## src/sv/tpp_pkg.sv

```systemverilog
// shared types and constants for the touch packet parser
`timescale 1ns / 1ps

package tpp_pkg;

  localparam int unsigned BYTE_W  = 8;
  localparam int unsigned COORD_W = 12;
  localparam int unsigned LOW_W   = 7;
  localparam int unsigned HIGH_W  = 5;
  localparam int unsigned KIND_W  = 3;
  localparam int unsigned CFG_IDX_W = 2;

  // configuration register indexes
  localparam logic [CFG_IDX_W-1:0] CFG_RESPONSE_SYNC = 2'd0;
  localparam logic [CFG_IDX_W-1:0] CFG_PEN_UP        = 2'd1;
  localparam logic [CFG_IDX_W-1:0] CFG_PEN_DOWN      = 2'd2;

  localparam logic [BYTE_W-1:0] RESPONSE_SYNC_RST = 8'h55;
  localparam logic [BYTE_W-1:0] PEN_UP_RST        = 8'h80;
  localparam logic [BYTE_W-1:0] PEN_DOWN_RST      = 8'h81;

  typedef enum logic [2:0] {
    PH_HUNT = 3'd0,
    PH_LEN  = 3'd1,
    PH_BODY = 3'd2,
    PH_PEN0 = 3'd3,
    PH_PEN1 = 3'd4,
    PH_PEN2 = 3'd5,
    PH_PEN3 = 3'd6
  } phase_t;

  typedef enum logic [KIND_W-1:0] {
    KIND_PEN_DOWN = 3'd0,
    KIND_PEN_UP   = 3'd1,
    KIND_BODY     = 3'd2,
    KIND_BAD_SYNC = 3'd3,
    KIND_EMPTY    = 3'd4
  } kind_t;

  typedef struct packed {
    logic [BYTE_W-1:0] response_sync_code;
    logic [BYTE_W-1:0] pen_up_code;
    logic [BYTE_W-1:0] pen_down_code;
  } cfg_t;

  typedef struct packed {
    logic               vld;
    kind_t              event_kind;
    logic [COORD_W-1:0] pos_x;
    logic [COORD_W-1:0] pos_y;
    logic [BYTE_W-1:0]  body_data;
    logic [BYTE_W-1:0]  body_length;
    logic               body_last;
  } result_t;

  typedef struct packed {
    phase_t phase;
  } status_t;

endpackage

```

## src/sv/tpp_cfg.sv

```systemverilog
// lead byte code registers
`timescale 1ns / 1ps

module tpp_cfg
  import tpp_pkg::*;
(
  input  logic                 clk,
  input  logic                 rst_n,
  input  logic                 cfg_we,
  input  logic [CFG_IDX_W-1:0] cfg_index,
  input  logic [BYTE_W-1:0]    cfg_wdata,
  output cfg_t                 cfg
);

  cfg_t cfg_r;
  cfg_t cfg_nxt;

  always_comb begin
    cfg_nxt = cfg_r;
    if (cfg_we) begin
      case (cfg_index)
        CFG_RESPONSE_SYNC: cfg_nxt.response_sync_code = cfg_wdata;
        CFG_PEN_UP:        cfg_nxt.pen_up_code        = cfg_wdata;
        CFG_PEN_DOWN:      cfg_nxt.pen_down_code      = cfg_wdata;
        default:           cfg_nxt = cfg_r;
      endcase
    end
  end

  always_ff @(posedge clk) begin
    if (!rst_n) begin
      cfg_r.response_sync_code <= RESPONSE_SYNC_RST;
      cfg_r.pen_up_code        <= PEN_UP_RST;
      cfg_r.pen_down_code      <= PEN_DOWN_RST;
    end else begin
      cfg_r <= cfg_nxt;
    end
  end

  assign cfg = cfg_r;

endmodule

```

## config.mk

```make
export PLATFORM = sky130hd
export DESIGN_NAME = tpp_cfg
export DESIGN_NICKNAME = d
export VERILOG_FILES = /design/src/sv/tpp_pkg.sv /design/src/sv/tpp_cfg.sv
export SDC_FILE = /design/constraint.sdc
export NUM_CORES = 1
export LEC_CHECK = 0
export BUFFER_PORTS_ARGS = -buffer_cell sky130_fd_sc_hd__clkbuf_2
export CAP_MARGIN = 20
export CELL_PAD_IN_SITES_DETAIL_PLACEMENT = 0
export CELL_PAD_IN_SITES_GLOBAL_PLACEMENT = 1
export CORE_MARGIN = 5
export CORE_UTILIZATION = 34
export DETAILED_ROUTE_END_ITERATION = 8
export GPL_TIMING_DRIVEN = 0
export PLACE_DENSITY_LB_ADDON = 0.05
export SLEW_MARGIN = 20
export SYNTH_ARGS = -nofsm -noshare
export SYNTH_HDL_FRONTEND = slang
export SYNTH_SLANG_ARGS = --single-unit
```

## constraint.sdc

```tcl
create_clock -name clk -period 0.8 [get_ports clk]
set_input_delay 0.04 -clock clk [delete_from_list [all_inputs] [get_ports clk]]
set_output_delay 0.04 -clock clk [all_outputs]
set_load 0.03 [all_outputs]
```

==> results.py <==
metrics = {
    "grt": {
        "grt_pass1_vias": 838,
        "grt_pass1_wl_um": 4060,
        "antenna_found_initial": 0,
        "grt-ovfl-total": 0,
        "grtUsageTotal_pct": 12.7,
        "grt_start_max_net_pins": 14,
    },
    "synthesis": {
        "synth_seq_cells": 24,
        "synth_top_area_share_pct": 49.8,
        "muxShareOfSynthArea_pct": 21.8,
        "synth_xor_area_share_pct": 0,
        "synth.most_common_cell": "nand2_1",
        "synth_top_family_by_area": "multiplexers",
        "synth.distinct_cells": 14,
        "yosys.area_share.adder_pct": 0,
        "synthTopCellsByCount": "nand2_1 (25), dfxtp_1 (24), mux2i_1 (21)",
        "syn_area_um2": 965,
        "syn_nets": 108,
        "netlist_instances": 95,
        "synth_simple_gate_area_share_pct": 20.1,
        "synth_edf_count": 0,
        "yosys.area.top_type": "dfxtp_1",
        "synth_warnings": 0,
        "synth_area_leaders": "dfxtp_1 (50%), mux2i_1 (22%), nand2_1 (9.7%)",
        "postSynthAreaPerCell_um2": 10.2,
        "async_flop_share_pct": 0,
        "ys.flop_type": "dfxtp_1",
        "synth_seq_area_share_pct": 49.8,
        "synth-compound-area-share_pct": 2.33,
    },
    "setup_path": {
        "required_ns": 0.76,
        "critPathBufInv": 1,
        "path_cells": "buf_8",
        "cp-start-kind": "flip-flop",
        "cpPeakStageDelay_ns": 0.38,
        "path_max_fanout": 2,
        "path_class": "reg -> out",
        "cp_slowest_cell": "dfxtp_2",
        "cp.arrival_ns": 0.82,
        "worstSetupEndpointType": "output port",
        "timing.critical_path.max_delay_family": "flip-flops",
    },
    "drt": {
        "drc": 0,
        "routed_wl_um": 2470,
        "dr.pass1.iters": 3,
        "wl_per_cell_um": 14.0,
        "first_iter_violations": 20,
        "postRouteAntennaNets": 0,
        "post_drt_via_cell_ratio": 4.66,
        "vias": 821,
    },
    "cts": {
        "cts_buffer_depth": 2,
        "clkTransAtPathRegs_ns": 0.13,
        "cts_tree": "built",
        "htree_levels": 1,
        "clk_latency_ns": 0.31,
        "cts_inserted_buffers": 3,
        "cts.sinks": 24,
        "root_buffer": "clkbuf_4",
    },
    "place": {
        "postPlaceCellArea_mm2": 0.00118,
        "gp_congestion": 0.664,
        "pre_cts_ws_ns": -0.0468,
        "dp_hpwl_um": 1620,
        "io_buffers": 35,
    },
    "timing": {
        "fin_ws_ns": -0.0595,
        "clock.fmax_ghz": 1.16,
        "hold_viol_final": 0,
        "skew_ns": 0,
        "rsz0062_at_grt": "yes",
        "tightest_slew_ns": 0.221,
        "fin_crit_sh_pct": 107,
        "setup_violations": 24,
        "maxSlewViolCount": 0,
        "period_needed_ns": 0.859,
        "timing.slew.headroom_pct": 85.3,
    },
    "final_layout": {
        "largest_reg_flops": 24,
        "syn2layout_area_growth_pct": 64.3,
        "multiInputGateArea_um2": 427,
        "finish.instance_area_mm2": 0.00159,
        "final_layout_size_suffix_gt1_share_pct": 51.7,
        "final_nets": 159,
        "diodes": 0,
        "regArea_um2": 510,
        "fin_util_pct": 58.0,
        "n_fill_cell": 239,
    },
    "floorplanning": {
        "die_area_mm2": 0.00400,
        "start_util_pct": 35.3,
        "die_w_um": 63.3,
        "coreArea_mm2": 0.00273,
        "die_h_um": 63.3,
        "ios": 37,
        "rows": 19,
    },
    "outcome": {
        "violations": "setup timing",
        "status": "finished, violations left",
    },
    "flow_run": {
        "cap_violations": 0,
    },
    "pwr": {
        "cellPowerDensity_mw_per_mm2": 1510,
        "power_leakage_nw": 0.722,
        "ir_drop_mv": 0.860,
    },
    "hold_path": {
        "hp-class": "in -> reg",
    },
}
## cell usage in the layout (no fill, tap or decap)
master,count
and3b_1,1
o211ai_1,3
buf_2,3
buf_4,6
clkbuf_4,3
buf_8,24
nand4bb_1,3
dfxtp_2,24
dlygate4sd3_1,7
nand2_1,25
clkbuf_8,1
nor3b_2,1
mux2i_1,21
clkbuf_2,12
nor2b_1,6
buf_6,1
nand3b_1,1
inv_1,3
## metal layers
layer / track usage [%] / share of wire (%) / vias up
met5: 0 / 0 / -
met4: 5.71 / 0.65 / 0
met3: 3.37 / 5.8 / 2
met2: 19.7 / 47 / 19
met1: 16.3 / 46 / 383
li1: - / - / 417
## worst paths after layout
| check | startpoint | endpoint | slack (ns) | cells past startpoint |
|---|---|---|---|---|
| worst max-delay path | cfg[23] | cfg[23] | -0.06 | 1 |
| worst min-delay path | cfg_wdata[4] | cfg[4] | 0.01 | 3 |
| worst max register to register | cfg[23] | cfg[23] | 0.09 | 3 |
| worst min register to register | cfg[11] | cfg[11] | 0.48 | 2 |
## power by group
part | total, W | switching, W | internal [W] | leakage (nW)
combinational | 0.000451 | 0.000219 | 0.000233 | 0.500
clock | 0.000646 | 0.000368 | 0.000278 | 0.0210
sequential | 0.00129 | 0.0000398 | 0.00125 | 0.200
## final cells by class
cell class	instances	area share [%]
buffer	7	2.92
clock buffer	4	2.29
inverter	3	0.710
multi-input combinational	61	26.9
sequential	24	32.2
tap	31	2.45
timing repair buffer	46	32.5
## metrics by stage
stage | TNS [ns] | total power (W) | std cells | hold WS, ns
finish | -1.02 | 0.00239 | 176 | 0.0132
global route | -1.97 | 0.00249 | 176 | 0.0358
CTS | -1.80 | 0.00238 | 173 | 0.00337
detailed placement | -0.322 | 0.00162 | 161 | 0.292
global placement | -0.0767 | 0.00162 | 161 | 0.287
floorplan | 0 | 0.00151 | 95 | 0.182
## cells by family after synthesis
family | Yosys count
DFF | 24
buffers and inverters | 10
AOI/OAI and AO/OA | 3
muxes | 21
and+or+nand+nor | 37
## repair_timing
item | in CTS | in global routing
hold buffers | 7 | 0
buffers inserted | 1 | 3
gates resized for setup | 72 | 24
cloned | 0 | 0
setup endpoints to repair | 24 | 24
hold endpoints to repair | 17 | 0
No activity file was read; power rests on OpenSTA's default activity.
