<file path="src/sv/tpp_pkg.sv">
// shared types and constants for the touch packet parser
`timescale 1ns / 1ps

package tpp_pkg;

  localparam int unsigned BYTE_W  = 8;
  localparam int unsigned COORD_W = 12;
  localparam int unsigned LOW_W   = 7;
  localparam int unsigned HIGH_W  = 5;
  localparam int unsigned KIND_W  = 3;
  localparam int unsigned CFG_IDX_W = 2;

  // configuration register indexes
  localparam logic [CFG_IDX_W-1:0] CFG_RESPONSE_SYNC = 2'd0;
  localparam logic [CFG_IDX_W-1:0] CFG_PEN_UP        = 2'd1;
  localparam logic [CFG_IDX_W-1:0] CFG_PEN_DOWN      = 2'd2;

  localparam logic [BYTE_W-1:0] RESPONSE_SYNC_RST = 8'h55;
  localparam logic [BYTE_W-1:0] PEN_UP_RST        = 8'h80;
  localparam logic [BYTE_W-1:0] PEN_DOWN_RST      = 8'h81;

  typedef enum logic [2:0] {
    PH_HUNT = 3'd0,
    PH_LEN  = 3'd1,
    PH_BODY = 3'd2,
    PH_PEN0 = 3'd3,
    PH_PEN1 = 3'd4,
    PH_PEN2 = 3'd5,
    PH_PEN3 = 3'd6
  } phase_t;

  typedef enum logic [KIND_W-1:0] {
    KIND_PEN_DOWN = 3'd0,
    KIND_PEN_UP   = 3'd1,
    KIND_BODY     = 3'd2,
    KIND_BAD_SYNC = 3'd3,
    KIND_EMPTY    = 3'd4
  } kind_t;

  typedef struct packed {
    logic [BYTE_W-1:0] response_sync_code;
    logic [BYTE_W-1:0] pen_up_code;
    logic [BYTE_W-1:0] pen_down_code;
  } cfg_t;

  typedef struct packed {
    logic               vld;
    kind_t              event_kind;
    logic [COORD_W-1:0] pos_x;
    logic [COORD_W-1:0] pos_y;
    logic [BYTE_W-1:0]  body_data;
    logic [BYTE_W-1:0]  body_length;
    logic               body_last;
  } result_t;

  typedef struct packed {
    phase_t phase;
  } status_t;

endpackage

</file>
<file path="src/sv/tpp_out_reg.sv">
// result register between the parser and the event channel
`timescale 1ns / 1ps

module tpp_out_reg
  import tpp_pkg::*;
(
  input  logic    clk,
  input  logic    rst_n,
  input  logic    take,
  input  result_t res,
  input  logic    out_ready,
  output logic    in_ready,
  output logic    out_valid,
  output result_t out_res
);

  logic    valid_r, valid_nxt;
  result_t data_r;

  assign in_ready = !valid_r || out_ready;

  always_comb begin
    valid_nxt = valid_r;
    if (in_ready) valid_nxt = take && res.vld;
  end

  always_ff @(posedge clk) begin
    if (!rst_n) begin
      valid_r <= 1'b0;
    end else begin
      valid_r <= valid_nxt;
    end
  end

  always_ff @(posedge clk) begin
    if (take && res.vld) data_r <= res;
  end

  assign out_valid = valid_r;
  assign out_res   = data_r;

endmodule

</file>
<file path="config.mk">
export PLATFORM = sky130hd
export DESIGN_NAME = tpp_out_reg
export DESIGN_NICKNAME = d
export VERILOG_FILES = /design/src/sv/tpp_pkg.sv /design/src/sv/tpp_out_reg.sv
export SDC_FILE = /design/constraint.sdc
export NUM_CORES = 1
export LEC_CHECK = 0
export BUFFER_PORTS_ARGS = -buffer_cell sky130_fd_sc_hd__buf_2
export CAP_MARGIN = 5
export CELL_PAD_IN_SITES_DETAIL_PLACEMENT = 0
export CELL_PAD_IN_SITES_GLOBAL_PLACEMENT = 1
export CORE_MARGIN = 5
export CORE_UTILIZATION = 28
export DETAILED_ROUTE_END_ITERATION = 12
export PLACE_DENSITY = 0.74
export SETUP_SLACK_MARGIN = 0.02
export SYNTH_ARGS = -nofsm -noshare
export SYNTH_HDL_FRONTEND = slang
export SYNTH_SLANG_ARGS = --single-unit
</file>
<file path="constraint.sdc">
create_clock -name clk -period 1.4 [get_ports clk]
set_clock_uncertainty 0.1 [all_clocks]
set_input_delay 0.07 -clock clk [delete_from_list [all_inputs] [get_ports clk]]
set_output_delay 0.07 -clock clk [all_outputs]
set_load 0.05 [all_outputs]
</file>
==> flow_metrics.py <==
metrics = {
    "run_status": {
        "status": "complete, no violations",
    },
    "logic_synthesis": {
        "ys_seq_area_share_pct": 97.68,
        "synth_area_leaders": "edfxtp_1, dfxtp_1, nand2b_4, a21boi_2, inv_1",
        "yosysMostFrequentCell": "edfxtp_1",
        "synth_seq_cells": 46,
        "netlist.area_leader.share_pct": 96.26,
        "synth_edf_count": 45,
        "async_flop_share_pct": 0,
        "postSynthCellCount": 50,
        "synthFlopType": "edfxtp_1",
        "synth.avg_cell_area_um2": 28.08,
        "yosysUniqueCellTypes": 6,
        "synth_warnings": 0,
        "synth_top_area_cell": "edfxtp_1",
        "syn_nets": 99,
        "synth_area_um2": 1404,
    },
    "pwr": {
        "p_seq_share_pct": 53.9,
        "combPwrFrac_pct": 20.3,
        "peakVddDrop_v": 0.0006203,
        "p_int_mw": 2.209,
        "swShare_pct": 26.98,
        "p_sw_mw": 0.8164,
        "p_leak_nw": 1.079,
        "powerDensity_nw_per_um2": 1185,
        "clockPowerShare_pct": 25.8,
    },
    "cells_and_area": {
        "num-fill-cells": 398,
        "n_antenna_cell": 0,
        "fin_cells": 270,
        "area_growth_pct": 81.91,
        "nets": 251,
        "final_layout_size_suffix_gt1_share_pct": 53.69,
    },
    "cts": {
        "cts.sinks": 46,
        "path_clk_slew_ns": 0.08,
        "h-tree-depth": 2,
        "cts_tree": "yes",
        "insertion_delay_ns": 0.28,
        "root_buffer": "clkbuf_8",
        "cts_made_buffers": 5,
        "post-cts-setup-buffers": 0,
        "cts_buffer_depth": 2,
    },
    "global_routing": {
        "antenna_found_initial": 0,
        "grt_overflow": 0,
        "grt_pass1_vias": 1178,
        "grt_pass1_wl_um": 5444,
        "grt_usage_pct": 11.40,
        "grt_max_degree": 17,
    },
    "placed_design": {
        "dpl.hpwl_um": 2561,
        "dp_cells": 215,
        "portBuffers": 95,
        "globalplace.congestion": 0.6891,
    },
    "die": {
        "die_y_um": 80.81,
        "rows": 25,
        "die_area_um2": 6529,
        "initial_core_util_pct": 29.33,
        "die_w_um": 80.81,
        "coreArea_um2": 4786,
        "ios": 96,
    },
    "timing": {
        "slew-limit-headroom_pct": 82.66,
        "finalCritPeriodShare_pct": 98.65,
        "setup_tns_ns": 0,
        "worst_pin_slew_ns": 0.2620,
        "fmax_mhz": 724.0,
        "rsz0062_at_grt": "no",
        "finalSetupViolations": 0,
        "layout_min_cycle_time_ns": 1.381,
        "finalHoldViolCount": 0,
        "drv_slew": 0,
    },
    "routing": {
        "wl_um": 3570,
        "viasPerCell": 3.848,
        "wl_per_cell_um": 13.22,
        "remaining_drc_errors": 0,
        "vias": 1039,
        "first_pass_iters": 4,
        "drt_iter0_drc": 16,
        "postRouteAntennaNets": 0,
    },
    "setup_path": {
        "cp.arrival_ns": 1.45,
        "timing.rr.start": "out_valid",
        "crit_type": "in -> reg",
        "cp_common_cell": "dlygate4sd3_1",
        "crit_required_ns": 1.47,
        "cpMaxStageDelayCell": "dlygate4sd3_1",
        "ff2ff_setup_slack_ns": 0.13,
        "setup.worst_path.end": "out_valid",
        "setup.worst_path.start": "res[44]",
        "worst_setup_path_end_kind": "register",
        "r2r-end": "out_valid",
        "crit_path_cell_trace": "dlygate4sd3_1 > buf_2 > nand2_2 > a21boi_2 > dlygate4sd3_1",
        "path_max_fanout": 2,
        "critPathMaxStageDelay_ns": 0.55,
        "r2r_cells": 3,
        "critPathLaunchType": "input pin",
    },
    "job": {
        "drv_cap": 0,
    },
    "hold_path": {
        "hp-class": "in -> reg",
    },
}
-- metal layers --
layer / routed length, µm / GRT usage (%)
met2: 1980 / 21.35
met3: 367 / 5.876
met5: 0 / 0
met1: 1223 / 11.02
met4: 0 / 2.534
-- flip-flops by register name (all words and copies together), names as in the netlist --
register   count
out_valid      1
out_res       45
-- layout make-up --
class / count / area (µm²) / area share [%]
Sequential cell: 46 / 1371 / 53.70
Timing Repair Buffer: 145 / 968.4 / 37.92
Clock buffer: 7 / 86.33 / 3.381
Tap cell: 67 / 83.83 / 3.283
Multi-Input combinational cell: 3 / 31.28 / 1.225
Inverter: 1 / 7.507 / 0.2940
Clock inverter: 1 / 5.005 / 0.1960
-- worst max-delay path: cells and delay by family --
kind / cells / cell delay, ns
AO/OA/AOI/OAI: 1 / 0.06
buffers and inverters: 3 / 1.23
AND/OR/NAND/NOR: 1 / 0.10
-- how the worst min path moves through the flow --
stage,slack [ns],cells after the start,startpoint,endpoint
final,0.33,4,take,out_res[31]
after global routing,0.33,4,take,out_res[39]
after CTS,0.33,4,take,out_res[31]
after detailed placement,0.15,1,res[24],out_res[24]
after global placement,0.15,1,res[21],out_res[21]
after floorplan,0.07,0,res[0],out_res[0]
-- power by group through the flow --
stage	Combinational, mW	Clock [mW]	Sequential [mW]
2_1_floorplan	0.0281	0	1.99
3_3_place_gp	0.507	0	1.66
3_5_place_dp	0.514	0	1.67
4_1_cts	0.616	0.812	1.63
5_1_grt	0.644	0.882	1.64
6_report	0.614	0.780	1.63
-- stage by stage --
step | util [%] | total power, mW | hold slack, ns | area [µm²] | setup WS, ns
after floorplan | - | 2.015 | 0.06887 | 1408 | 0.07147
after global placement | 41.57 | 2.169 | 0.1466 | 1989 | 0.3931
after detailed placement | 41.57 | 2.179 | 0.1481 | 1989 | 0.3751
after CTS | 53.31 | 3.062 | 0.3314 | 2551 | 0.02739
after global routing | 53.36 | 3.168 | 0.3309 | 2554 | 0.007778
final | 53.36 | 3.025 | 0.3276 | 2554 | 0.01886
-- cell families after synthesis --
| logic type | share of synthesized area, % |
|---|---|
| buffers and inverters | 0.2671 |
| AOI/OAI and AO/OA | 0.8021 |
| DFF | 97.68 |
| and+or+nand+nor | 1.247 |
-- what timing repair did --
item                                    4_1_cts  5_1_grt
gates resized for setup                       0        1
hold buffers                                 47        0
hold endpoints to repair                     46        0
endpoints found under the setup margin        0        1
-- cell usage in the layout (no fill, tap or decap) --
cell            n
a21boi_2        1
buf_2          95
buf_4           3
clkbuf_1        1
clkbuf_8        6
clkinv_2        1
clkinvlp_4      1
dfxtp_1         1
dlygate4sd3_1  47
edfxtp_1       45
nand2_2         1
nand2b_4        1
(Power assumes the default switching activity.)
