**src/sv/tpp_pkg.sv**
```systemverilog
// shared types and constants for the touch packet parser
`timescale 1ns / 1ps

package tpp_pkg;

  localparam int unsigned BYTE_W  = 8;
  localparam int unsigned COORD_W = 12;
  localparam int unsigned LOW_W   = 7;
  localparam int unsigned HIGH_W  = 5;
  localparam int unsigned KIND_W  = 3;
  localparam int unsigned CFG_IDX_W = 2;

  // configuration register indexes
  localparam logic [CFG_IDX_W-1:0] CFG_RESPONSE_SYNC = 2'd0;
  localparam logic [CFG_IDX_W-1:0] CFG_PEN_UP        = 2'd1;
  localparam logic [CFG_IDX_W-1:0] CFG_PEN_DOWN      = 2'd2;

  localparam logic [BYTE_W-1:0] RESPONSE_SYNC_RST = 8'h55;
  localparam logic [BYTE_W-1:0] PEN_UP_RST        = 8'h80;
  localparam logic [BYTE_W-1:0] PEN_DOWN_RST      = 8'h81;

  typedef enum logic [2:0] {
    PH_HUNT = 3'd0,
    PH_LEN  = 3'd1,
    PH_BODY = 3'd2,
    PH_PEN0 = 3'd3,
    PH_PEN1 = 3'd4,
    PH_PEN2 = 3'd5,
    PH_PEN3 = 3'd6
  } phase_t;

  typedef enum logic [KIND_W-1:0] {
    KIND_PEN_DOWN = 3'd0,
    KIND_PEN_UP   = 3'd1,
    KIND_BODY     = 3'd2,
    KIND_BAD_SYNC = 3'd3,
    KIND_EMPTY    = 3'd4
  } kind_t;

  typedef struct packed {
    logic [BYTE_W-1:0] response_sync_code;
    logic [BYTE_W-1:0] pen_up_code;
    logic [BYTE_W-1:0] pen_down_code;
  } cfg_t;

  typedef struct packed {
    logic               vld;
    kind_t              event_kind;
    logic [COORD_W-1:0] pos_x;
    logic [COORD_W-1:0] pos_y;
    logic [BYTE_W-1:0]  body_data;
    logic [BYTE_W-1:0]  body_length;
    logic               body_last;
  } result_t;

  typedef struct packed {
    phase_t phase;
  } status_t;

endpackage

```
**src/sv/tpp_fsm.sv**
```systemverilog
// packet framing state machine and result formation
`timescale 1ns / 1ps

module tpp_fsm
  import tpp_pkg::*;
(
  input  logic              clk,
  input  logic              rst_n,
  input  logic              take,
  input  logic [BYTE_W-1:0] rx_byte,
  input  cfg_t              cfg,
  output result_t           res,
  output status_t           status
);

  phase_t             phase_r, phase_nxt;
  logic               pen_is_up_r, pen_is_up_nxt;
  logic [BYTE_W-1:0]  bytes_left_r, bytes_left_nxt;
  logic [BYTE_W-1:0]  frame_length_r, frame_length_nxt;
  logic [COORD_W-1:0] partial_x_r, partial_x_nxt;
  logic [LOW_W-1:0]   partial_y_low_r, partial_y_low_nxt;

  logic hit_sync, hit_up, hit_down;

  assign hit_sync = (rx_byte == cfg.response_sync_code);
  assign hit_up   = (rx_byte == cfg.pen_up_code);
  assign hit_down = (rx_byte == cfg.pen_down_code);

  // next state
  always_comb begin
    phase_nxt         = phase_r;
    pen_is_up_nxt     = pen_is_up_r;
    bytes_left_nxt    = bytes_left_r;
    frame_length_nxt  = frame_length_r;
    partial_x_nxt     = partial_x_r;
    partial_y_low_nxt = partial_y_low_r;
    case (phase_r)
      PH_LEN: begin
        frame_length_nxt = rx_byte;
        bytes_left_nxt   = rx_byte;
        phase_nxt        = (rx_byte == '0) ? PH_HUNT : PH_BODY;
      end
      PH_BODY: begin
        bytes_left_nxt = bytes_left_r - BYTE_W'(1);
        if (bytes_left_r == BYTE_W'(1)) phase_nxt = PH_HUNT;
      end
      PH_PEN0: begin
        partial_x_nxt = {{HIGH_W{1'b0}}, rx_byte[LOW_W-1:0]};
        phase_nxt     = PH_PEN1;
      end
      PH_PEN1: begin
        partial_x_nxt = {rx_byte[HIGH_W-1:0], partial_x_r[LOW_W-1:0]};
        phase_nxt     = PH_PEN2;
      end
      PH_PEN2: begin
        partial_y_low_nxt = rx_byte[LOW_W-1:0];
        phase_nxt         = PH_PEN3;
      end
      PH_PEN3: begin
        phase_nxt = PH_HUNT;
      end
      default: begin
        phase_nxt = PH_HUNT;
        if (hit_sync) begin
          phase_nxt = PH_LEN;
        end else if (hit_up || hit_down) begin
          pen_is_up_nxt = hit_up;
          phase_nxt     = PH_PEN0;
        end
      end
    endcase
  end

  // result for the byte on offer
  always_comb begin
    res = '0;
    res.event_kind = KIND_PEN_DOWN;
    case (phase_r)
      PH_LEN: begin
        if (rx_byte == '0) begin
          res.vld        = 1'b1;
          res.event_kind = KIND_EMPTY;
        end
      end
      PH_BODY: begin
        res.vld         = 1'b1;
        res.event_kind  = KIND_BODY;
        res.body_data   = rx_byte;
        res.body_length = frame_length_r;
        res.body_last   = (bytes_left_r == BYTE_W'(1));
      end
      PH_PEN0, PH_PEN1, PH_PEN2: begin
        res.vld = 1'b0;
      end
      PH_PEN3: begin
        res.vld        = 1'b1;
        res.event_kind = pen_is_up_r ? KIND_PEN_UP : KIND_PEN_DOWN;
        res.pos_x      = partial_x_r;
        res.pos_y      = {rx_byte[HIGH_W-1:0], partial_y_low_r};
      end
      default: begin
        if (!hit_sync && !hit_up && !hit_down) begin
          res.vld        = 1'b1;
          res.event_kind = KIND_BAD_SYNC;
          res.body_data  = rx_byte;
        end
      end
    endcase
  end

  always_ff @(posedge clk) begin
    if (!rst_n) begin
      phase_r         <= PH_HUNT;
      pen_is_up_r     <= 1'b0;
      bytes_left_r    <= '0;
      frame_length_r  <= '0;
      partial_x_r     <= '0;
      partial_y_low_r <= '0;
    end else if (take) begin
      phase_r         <= phase_nxt;
      pen_is_up_r     <= pen_is_up_nxt;
      bytes_left_r    <= bytes_left_nxt;
      frame_length_r  <= frame_length_nxt;
      partial_x_r     <= partial_x_nxt;
      partial_y_low_r <= partial_y_low_nxt;
    end
  end

  assign status.phase = phase_r;

endmodule

```
**config.mk**
```make
export PLATFORM = sky130hd
export DESIGN_NAME = tpp_fsm
export DESIGN_NICKNAME = d
export VERILOG_FILES = /design/src/sv/tpp_pkg.sv /design/src/sv/tpp_fsm.sv
export SDC_FILE = /design/constraint.sdc
export NUM_CORES = 1
export LEC_CHECK = 0
export BUFFER_PORTS_ARGS = -buffer_cell sky130_fd_sc_hd__buf_4
export CELL_PAD_IN_SITES_DETAIL_PLACEMENT = 2
export CELL_PAD_IN_SITES_GLOBAL_PLACEMENT = 2
export CORE_AREA = 2 2 94 96
export DETAILED_ROUTE_END_ITERATION = 8
export DIE_AREA = 0 0 96 98
export PLACE_DENSITY_LB_ADDON = 0.1
export SETUP_SLACK_MARGIN = 0.05
export SLEW_MARGIN = 20
export SYNTH_ARGS = -nofsm -noshare
export SYNTH_HDL_FRONTEND = slang
export SYNTH_SLANG_ARGS = --single-unit
```
**constraint.sdc**
```tcl
create_clock -name clk -period 6.2 [get_ports clk]
set_input_delay 1.55 -clock clk [delete_from_list [all_inputs] [get_ports clk]]
set_output_delay 1.55 -clock clk [all_outputs]
set_load 0.05 [all_outputs]
```
==> out/results.ini <==
[routing]
num_vias = 2468
wl_per_cell_um = 17.91
firstDrtPassIters = 4
drc = 0
viasPerCell = 5.120
drtIter0Drc = 50
finalWirelength_um = 8635
antenna_left = 0

[yosys]
synth_nets = 344
synth_edf_count = 0
ys_seq_area_share_pct = 31.55
ys_async_sr_fraction_pct = 0
synth-seq-cells = 39
synthesis.instances = 307
synth_cell_type_count = 43
synthFlopType = dfxtp_1
syn_area_um2 = 2475
ys_warn_count = 0
avgSynthCellArea_um2 = 8.061

[grt]
grt_pass1_wl_um = 13610
grt-ovfl-total = 0
grt_max_degree = 41
first_global_vias = 2605
grtUsageTotal_pct = 18.63
antenna_found_initial = 0

[cells_and_area]
design_area_um2 = 3216
diodes = 0
syn_to_final_growth_pct = 29.93
layout.cells.non_filler = 482
drive_gt1_share_pct = 25.94
final_nets = 410

[power_and_ir_drop]
p_switching_w = 0.0002087
power.density_nw_per_um2 = 189.9
clockPowerShare_pct = 27.9
power_frac_comb_pct = 28.4
ir_worst_vdd_mv = 0.07728
swShare_pct = 34.17
pwr-share-seq_pct = 43.7
p_int_w = 0.0004021
p_leak_nw = 1.416

[timing]
worstMarginPinSlew_ns = 0.9116
fin_crit_sh_pct = 76.21
slew_headroom_pct = 38.96
rsz0062_at_grt = false
finalSetupTns_ns = 0
hold_violations = 0
skew_ns = 0.002594
final.setup.worst_slack_ns = 1.475
setup_viol = 0
clock.fmax_mhz = 211.6
drv_slew = 0
post-route-min-period_ns = 4.725

[worst_setup_path]
crit_chain = buf_4 -> xor2_1 -> nor4_1 -> and2_1 -> o41a_2 -> nor2b_1 -> buf_4
cp-startpoint = rx_byte[1]
crit_buf_inv = 2
required_ns = 4.65
crit_type = primary input to output port
crit_path_top_delay_cell = o41a_2
slowest_delay_ns = 0.58
start_kind = primary input
crit_fanout = 11
path_common_cell = buf_4
cp-end-kind = output port
cpLargestDelayFamily = compound AO/OA/AOI/OAI gates
crit_arrival_ns = 3.17
rr_startpoint = status[1]

[min_path]
hp-start = partial_x_r[1]
min_path_type = register to register

[floorplanning]
dieWidth_um = 96
die_area_um2 = 9408
fp.dieH_um = 98
start_util_pct = 29.23
pin_count = 83
rows = 34
core-area_um2 = 8466

[cts]
postCtsResizedCells = 0
cts.htree.levels = 2
hold_buffers = 0
cts_tree = done
numCtsBuffers = 5
postCtsSetupBuffers = 0
clockBufferDepth = 2
clock_latency_ns = 0.29
cts.sinks = 39
clk_pin_slew_ns = 0.08
clock-root-buffer = clkbuf_8

[place]
post-place-ws_ns = 1.431
place.gp.congestion = 0.7392
dpl-instance-area_um2 = 3134
place_inst = 474
numPortBuffers = 82
dpl.hpwl_um = 5978

[run]
cap_violations = 0

[outcome]
status = finished, final reports clean

[per-stage QoR]
step                hold slack (ns)  total power [W]  utilization, %
floorplan                    0.4365        0.0003864               -
global placement             0.4486        0.0004437           37.02
detailed placement           0.4548        0.0004477           37.02
CTS                          0.4667        0.0006214           37.98
global route                 0.4979        0.0006465           37.98
finish                       0.4654        0.0006108           37.98
[worst register-to-register path, cell delays in order (launching register included)]
cell     delay [ns]
dfxtp_1        0.68
nor2b_1        0.62
o21ai_0        0.19
buf_4          0.22
o21ai_0        0.16
o21ai_0        0.09
and2_1         0.15
[state kept, by name, summed over array words and instances (netlist names)]
register and count:
status 3, partial_y_low_r 7, frame_length_r 8, pen_is_up_r 1, bytes_left_r 8, partial_x_r 12
[power by group through the flow]
stage                     logic (W)  clock network (W)  registers (W)
after detailed placement   0.000175                  0       0.000273
after global placement     0.000172                  0       0.000272
after CTS                  0.000176           0.000179       0.000267
after floorplan            0.000115                  0       0.000272
after global routing       0.000188           0.000190       0.000268
final                      0.000173           0.000171       0.000267
[kinds of logic after synthesis]
logic type	share of synthesized area [%]
adders and majority gates	1.011
DFF	31.55
and+or+nand+nor	33.77
muxes	6.067
xor gates and xnor gates	8.493
buffers and inverters	5.207
AOI/OAI and AO/OA	13.90
[cells in the mapped netlist, types with 2 or more instances]
cell type / count / area, um2
nand3_1: 4 / 20.02
and3_1: 27 / 168.9
and3b_1: 2 / 17.52
nor2_1: 18 / 67.56
nor4_1: 5 / 31.28
nand2b_1: 3 / 18.77
xor2_1: 8 / 70.07
inv_1: 4 / 15.01
nor3b_2: 2 / 25.02
buf_2: 13 / 65.06
a21oi_1: 9 / 45.04
clkbuf_1: 13 / 48.80
a31oi_1: 3 / 18.77
a21boi_0: 9 / 67.56
xnor2_1: 16 / 140.1
mux2i_1: 15 / 150.1
nand4_1: 4 / 25.02
dfxtp_1: 39 / 780.8
o21ai_0: 12 / 60.06
ha_1: 2 / 25.02
nor3_1: 5 / 25.02
nand2_1: 23 / 86.33
and2_1: 12 / 75.07
nor2b_1: 36 / 225.2
a32oi_1: 5 / 43.79
[final timing paths]
path / endpoint / slack (ns) / cells after the start
max: res[9] / 1.48 / 7
min: partial_x_r[1] / 0.47 / 2
max reg2reg: bytes_left_r[2] / 3.99 / 6
min reg2reg: partial_x_r[1] / 0.47 / 2
[cell usage in the layout, fill, tap and decap left out, types with 5 or more instances in the layout]
cell type,count
a21oi_1,9
nor3_1,5
a21boi_0,9
nor2_1,18
mux2i_1,15
a32oi_1,5
nand2_1,23
dfxtp_1,39
and3_1,27
xor2_1,8
and2_1,12
buf_4,85
nor4_1,5
clkbuf_8,5
nor2b_1,36
xnor2_1,16
o21ai_0,12
[layer usage]
metal	global-route usage, %	vias to the layer above	part of all wire (%)
met2	29.49	77	44
li1	-	1187	-
met1	26.20	1198	49
met3	3.318	6	6.1
met5	0	-	0
met4	4.286	0	0.94
[area by class of cell]
type                            instances  area [um2]
Multi-Input combinational cell        238        1565
Sequential cell                        39       780.7
Timing Repair Buffer                   85       638.1
Clock inverter                          1       5.005
Inverter                                4       15.01
Clock buffer                            7       76.32
Fill cell                            1002        5250
Tap cell                              108       135.1
(Power assumes the default switching activity.)
